## src/rtl/hcas_pkg.sv

```systemverilog
// Types and constants shared by the harmonic chirp atom synthesizer.
package hcas_pkg;

    typedef enum logic [4:0] {
        ST_IDLE, ST_TT, ST_CLO, ST_CHI, ST_FT, ST_BADD,
        ST_RD, ST_PLO, ST_PHI, ST_PH, ST_W, ST_H4, ST_H3, ST_H2, ST_H1,
        ST_C, ST_TERM, ST_ACC, ST_S30, ST_WHI, ST_WLO, ST_RND
    } t_state;

    typedef enum logic [4:0] {
        OP_NONE, OP_LOAD, OP_START, OP_TT, OP_CLO, OP_CHI, OP_FT, OP_BADD,
        OP_RD, OP_PLO, OP_PHI, OP_PH, OP_W, OP_H4, OP_H3, OP_H2, OP_H1,
        OP_C, OP_TERM, OP_ACC, OP_S30, OP_WHI, OP_WLO, OP_RND
    } t_op;

    typedef struct packed {
        t_op op;
    } t_cmd;

    typedef struct packed {
        logic k_last;
        logic cnt_zero;
        logic out_busy;
    } t_status;

    localparam logic CMD_LOAD   = 1'b0;
    localparam logic CMD_SAMPLE = 1'b1;

    localparam logic [2:0] CFG_FREQ_STEP    = 3'd0;
    localparam logic [2:0] CFG_CHIRP_RATE   = 3'd1;
    localparam logic [2:0] CFG_GLOBAL_AMP   = 3'd2;
    localparam logic [2:0] CFG_GLOBAL_PHASE = 3'd3;
    localparam logic [2:0] CFG_NUM_PARTIALS = 3'd4;

    // Cosine polynomial coefficients, Q2.30
    localparam logic signed [32:0] COS_A1 = 33'sd1324675879;
    localparam logic signed [32:0] COS_A2 = 33'sd272375560;
    localparam logic signed [32:0] COS_A3 = 33'sd22401992;
    localparam logic signed [32:0] COS_A4 = 33'sd987048;

endpackage

```

## src/rtl/hcas_ctrl.sv

```systemverilog
// Sequencer that steps the shared multiplier through one sample.
module hcas_ctrl import hcas_pkg::*; (
    input  logic    i_clk,
    input  logic    i_rst_n,
    input  logic    i_in_valid,
    input  logic    i_in_cmd,
    input  t_status i_status,
    output t_cmd    o_cmd,
    output logic    o_in_stall
);

    t_state r_state, n_state;

    always_ff @(posedge i_clk) begin
        if (!i_rst_n) begin
            r_state <= ST_IDLE;
        end else begin
            r_state <= n_state;
        end
    end

    always_comb begin
        n_state    = r_state;
        o_cmd.op   = OP_NONE;
        o_in_stall = (r_state != ST_IDLE);
        unique case (r_state)
            ST_IDLE: begin
                if (i_in_valid) begin
                    if (i_in_cmd == CMD_SAMPLE) begin
                        o_cmd.op = OP_START;
                        n_state  = ST_TT;
                    end else begin
                        o_cmd.op = OP_LOAD;
                    end
                end
            end
            ST_TT:   begin o_cmd.op = OP_TT;  n_state = ST_CLO; end
            ST_CLO:  begin o_cmd.op = OP_CLO; n_state = ST_CHI; end
            ST_CHI:  begin o_cmd.op = OP_CHI; n_state = ST_FT;  end
            ST_FT:   begin o_cmd.op = OP_FT;  n_state = ST_BADD; end
            ST_BADD: begin
                o_cmd.op = OP_BADD;
                n_state  = i_status.cnt_zero ? ST_S30 : ST_RD;
            end
            ST_RD:   begin o_cmd.op = OP_RD;  n_state = ST_PLO; end
            ST_PLO:  begin o_cmd.op = OP_PLO; n_state = ST_PHI; end
            ST_PHI:  begin o_cmd.op = OP_PHI; n_state = ST_PH;  end
            ST_PH:   begin o_cmd.op = OP_PH;  n_state = ST_W;   end
            ST_W:    begin o_cmd.op = OP_W;   n_state = ST_H4;  end
            ST_H4:   begin o_cmd.op = OP_H4;  n_state = ST_H3;  end
            ST_H3:   begin o_cmd.op = OP_H3;  n_state = ST_H2;  end
            ST_H2:   begin o_cmd.op = OP_H2;  n_state = ST_H1;  end
            ST_H1:   begin o_cmd.op = OP_H1;  n_state = ST_C;   end
            ST_C:    begin o_cmd.op = OP_C;   n_state = ST_TERM; end
            ST_TERM: begin o_cmd.op = OP_TERM; n_state = ST_ACC; end
            ST_ACC: begin
                o_cmd.op = OP_ACC;
                n_state  = i_status.k_last ? ST_S30 : ST_RD;
            end
            ST_S30:  begin o_cmd.op = OP_S30; n_state = ST_WHI; end
            ST_WHI:  begin o_cmd.op = OP_WHI; n_state = ST_WLO; end
            ST_WLO:  begin o_cmd.op = OP_WLO; n_state = ST_RND; end
            ST_RND: begin
                if (!i_status.out_busy) begin
                    o_cmd.op = OP_RND;
                    n_state  = ST_IDLE;
                end
            end
            default: n_state = ST_IDLE;
        endcase
    end

endmodule

```

## config.mk

```make
export PLATFORM = sky130hd
export DESIGN_NAME = hcas_ctrl
export DESIGN_NICKNAME = d
export VERILOG_FILES = /design/src/rtl/hcas_pkg.sv /design/src/rtl/hcas_ctrl.sv
export SDC_FILE = /design/constraint.sdc
export NUM_CORES = 1
export LEC_CHECK = 0
export ABC_AREA = 0
export BUFFER_PORTS_ARGS = -buffer_cell sky130_fd_sc_hd__buf_2
export CAP_MARGIN = 15
export CORE_AREA = 2 2 39 41
export DETAILED_ROUTE_END_ITERATION = 6
export DIE_AREA = 0 0 41 43
export GPL_ROUTABILITY_DRIVEN = 0
export PLACE_DENSITY = 0.68
export SETUP_SLACK_MARGIN = 0.02
export SKIP_CTS_REPAIR_TIMING = 1
export SYNTH_ARGS = -nofsm -noshare
export SYNTH_HDL_FRONTEND = slang
export SYNTH_SLANG_ARGS = --single-unit
export TNS_END_PERCENT = 100
```

## constraint.sdc

```tcl
create_clock -name i_clk -period 1.4 [get_ports i_clk]
set_clock_uncertainty 0.1 [all_clocks]
set_input_delay 0.14 -clock i_clk [delete_from_list [all_inputs] [get_ports i_clk]]
set_output_delay 0.14 -clock i_clk [all_outputs]
set_load 0.01 [all_outputs]
```

# Yosys cells after proc, flatten, opt, wreduce, memory -nomap -nowiden

Index checks and enable logic that the tools add are counted.

Multiplexer cells: 10
Reduce and logical (&&, ||, !) cells: 3
Equality and inequality tests: 24

Operator list:

| kind                                           | count |
|---|---|
| one-hot mux 5 bit (22 select lines)            | 2 |
| == test 5 x 4 -> 1 bit (second input constant) | 8 |
| == test 5 bit (second input constant)          | 6 |
| 2-to-1 mux 5 bit                               | 6 |
| == test 5 x 3 -> 1 bit (second input constant) | 4 |
| == test 5 x 2 -> 1 bit (second input constant) | 2 |
| != test 2 bit (second input constant)          | 3 |
| == test 5 x 1 -> 1 bit (second input constant) | 1 |
| zero test 5 bit                                | 1 |
| nonzero test 5 bit                             | 1 |
| 2-to-1 mux 2 bit                               | 2 |
| AND reduction 3 bit                            | 1 |

Input bits: 7
Logic and storage cells: 38
Bits in registers: 5

# Logic depth before layout (Yosys ltp)

Depth after elaboration: 3
Depth in mapped cells: 5
Gate-level depth less buffers: 4

# Worst setup path before layout

OpenSTA, ideal clock, no wires.

Path kind: reg-to-output
Start: register r_state[0]
End: output port o_cmd[1] in the netlist's numbering
Required time: 1.160 ns
Buffers on the path: 1
Arrival time: 1.121 ns
Slack: 0.039 ns
Cell stages (with the launch flop): 4
Cells stage by stage: dfxtp_1 -> buf_4 -> a31o_1 -> a221oi_1

RTL lines:

| what                     | line            | RTL |
|---|---|---|
| start: declaration       | hcas_ctrl.sv:12 | `t_state r_state, n_state;` |
| start signal: assignment | hcas_ctrl.sv:18 | `r_state <= n_state;` |
| end: declaration         | hcas_ctrl.sv:8  | `output t_cmd o_cmd,` |

==> results.md <==
- Status: finished, violations left
- Failing checks: setup timing
- Most used DFF post-synth: dfxtp_1
- Synth Area in Compound Gates: 0.3025
- CTS Buf Count: 3
- Pwr/cell area: between 900 and 1000 nW/um^2
- Total power: approximately 710 uW
- Max-slew violations: 0
- Final setup TNS: -585.0 ps
- Synthesized flop and latch total: 5
- DP HPWL: roughly 1100 um
- Via/cell ratio: 5.551
- Post-synthesis mux area share: 0.01848
- Largest net degree at the start of global routing: 12
- Site row count: 14
- Grt ovf: 0
- Flop-to-flop setup slack: ~10 ps
- Filler cells: approximately 140
- Fmax achieved: approximately 640 MHz
- Chip Width: just over 40 um
- Syn Area/Cell: 7.422 um^2
- Synthesized netlist cell count: between 70 and 80
- Overall global routing resource usage: 0.1805
- R2R Path Start: r_state[2]
- Die Y: between 40 and 50 um
- Synth top area share: 0.1848
- Most common cell after layout, fill and taps aside: buf_4
- Final Util: 0.5588
- Worst-Skew Late Latency: 240 ps
- Largest family of logic cells by synthesized area: simple AND/OR/NAND/NOR gates
- DIE AREA: 1763 um^2
- Leak: 0.3649 nW
- Syn nets: 80
- WS Path Type: flop to output pin
- Antenna Violating Nets Remaining: 0
- Hold slack: 32.91 ps
- Hold Crit Class: input pin to flop
- Avg WL per Cell: 14.03 um
- CTS Buffer Depth: 2
- Most frequent cells in the layout: 18 x buf_4, 13 x buf_2, 7 x nand2_1
- First-pass GRT wire length: 2187 um
- TritonRoute pass-1 iters: 4
- Mapped Area: about 540 um^2
- Hold path cells: 3
- Initial Util: 0.3915
- Largest regs: r_state (5)
- CTS tree: built
- Worst Tran Pin Value: around 300 ps
- Final hold violation count: 0
- Crit Path Max Fanout: 6
- Reg with most FFs: r_state
- Root buffer cell: clkbuf_4
- Sequential-to-total area share from yosys stat: 0.1848
- Worst Setup SP: r_state[2]
- IO Port Bufs: 12
- Synth async-reset ratio: 0
- Core Region: between 1000 and 1500 um^2
- Vias in the first global route: 539
- Routed WL: approximately 1700 um
- Synth area leaders: dfxtp_1 18%, nand2_1 4.8%, nand3_1 4.6%
- H-tree depth: 1
- Capturing point of the worst reg2reg path: r_state[4]
- Reg clk slew, reported paths: roughly 50 ps
- Hold_sp: i_rst_n
- Initial antenna violation count: 0
- YS warnings: 0
- RSZ-0062 raised after global routing: yes
- Max-cap violations: 0
- Crit-path cells: buf_2 > and2b_1 > nand3_1 > o21ai_0 > buf_2
- Hold EP: r_state[2]
- Post-synthesis cell type count: 35
- Peak per-stage delay on the critical path: 390 ps
- Clock Sink Count: 5
- Simple-gate share of the synthesized area: 0.3487
- Largest area contributor in the netlist: dfxtp_1
- Fin crit share: 1.114
- Cell depth of the worst flop-to-flop path: 5
- Post-synth EDFFs: 0
- Startpoint types: flop
- XOR/XNOR Fraction of Synth Area: 0.03233
- Fraction of layout cells with a size suffix above 1: 0.5000
- Worst EP arrival: roughly 1300 ps
- Max reg flops: 5
- Drt initial violations: 32
- Slowest cell on the critical path: dfxtp_4
- Worst path required time: about 1200 ps
- Number of setup violations in the final report: 5
- IO Pins: 13
- Post-layout nets: 110
- Final WS setup: -160.1 ps
- Via count: 655
- Worst VDD drop: ~0.00051 V
- Crit path time final: around 1600 ps
- N_diodes: 0
- Most used cell, CP: buf_2
- Number of remaining DRC errors: 0
- Max-slew headroom at the worst pin: 0.7990
- Crit. End Element: output pin
- Adder-Cell Fraction of Synth Area: 0
- Area Overhead vs Synth: 42.73%
-- layer usage --
layer  up-vias  GRT usage  routed length, um
met3         2    0.03141                 61
met4         0    0.08667                 15
met2        22     0.2969                862
met1       307     0.2115                717
li1        324          -                  -
met5         -          0                  0
-- cells by family (layout without fill, tap and decap cells) --
logic type / after synthesis / after routing
simple gates: 33 / 33
buf+inv: 9 / 38
flops: 5 / 5
mux: 1 / 1
compound gates: 23 / 23
xor+xnor: 2 / 2
-- worst max path at each step --
| stage | slack (ps) | to | depth (start not counted) |
|---|---|---|---|
| 3_3_place_gp | 10 | r_state[2] | 4 |
| 6_report | -160 | o_cmd[4] | 5 |
| 2_1_floorplan | 40 | o_cmd[1] | 3 |
| 4_1_cts | -280 | o_cmd[1] | 3 |
| 3_5_place_dp | -20 | r_state[4] | 4 |
| 5_1_grt | -230 | o_cmd[0] | 5 |
-- cell usage after synthesis, drive strengths merged, types with 2 or more instances --
library cell,count
a21oi,3
a31oi,3
buf,6
dfxtp,5
inv,3
nand2,8
nand2b,3
nand3,5
nor2,5
nor2b,3
nor3,2
nor4,2
o21a,2
o21ai,8
xor2,2
-- report_power, final --
| group | internal [mW] | switching, mW | total (mW) | leakage, nW |
|---|---|---|---|---|
| clock | 0.104 | 0.0649 | 0.168 | 0.0177 |
| sequential | 0.158 | 0.0312 | 0.189 | 0.0438 |
| combinational | 0.183 | 0.169 | 0.352 | 0.303 |
-- through the flow --
stage / worst slack (ps) / cell area [um^2] / instances
floorplan: 38.65 / 541.8 / 73
global placement: 13.89 / 676.9 / 109
detailed placement: -19.84 / 676.9 / 109
CTS: -282.6 / 704.4 / 113
global route: -229.8 / 773.2 / 118
finish: -160.1 / 773.2 / 118
-- area by class of cell --
cell class                 count  area, um^2  area share
timing repair buffer          31       200.2      0.2589
tap                           16       20.02     0.02589
sequential                     5       113.9      0.1472
clock inverter                 1       5.005    0.006472
multi-input combinational     59       400.4      0.5178
inverter                       3       11.26     0.01456
clock buffer                   3       22.52     0.02913
-- critical path, delay by kind of cell, from the launching register on --
family / cells / cell delay, ps
compound gates: 1 / 90
simple gates: 2 / 280
buf+inv: 2 / 320
flops: 1 / 390
Power figures use the tool's default switching activity.
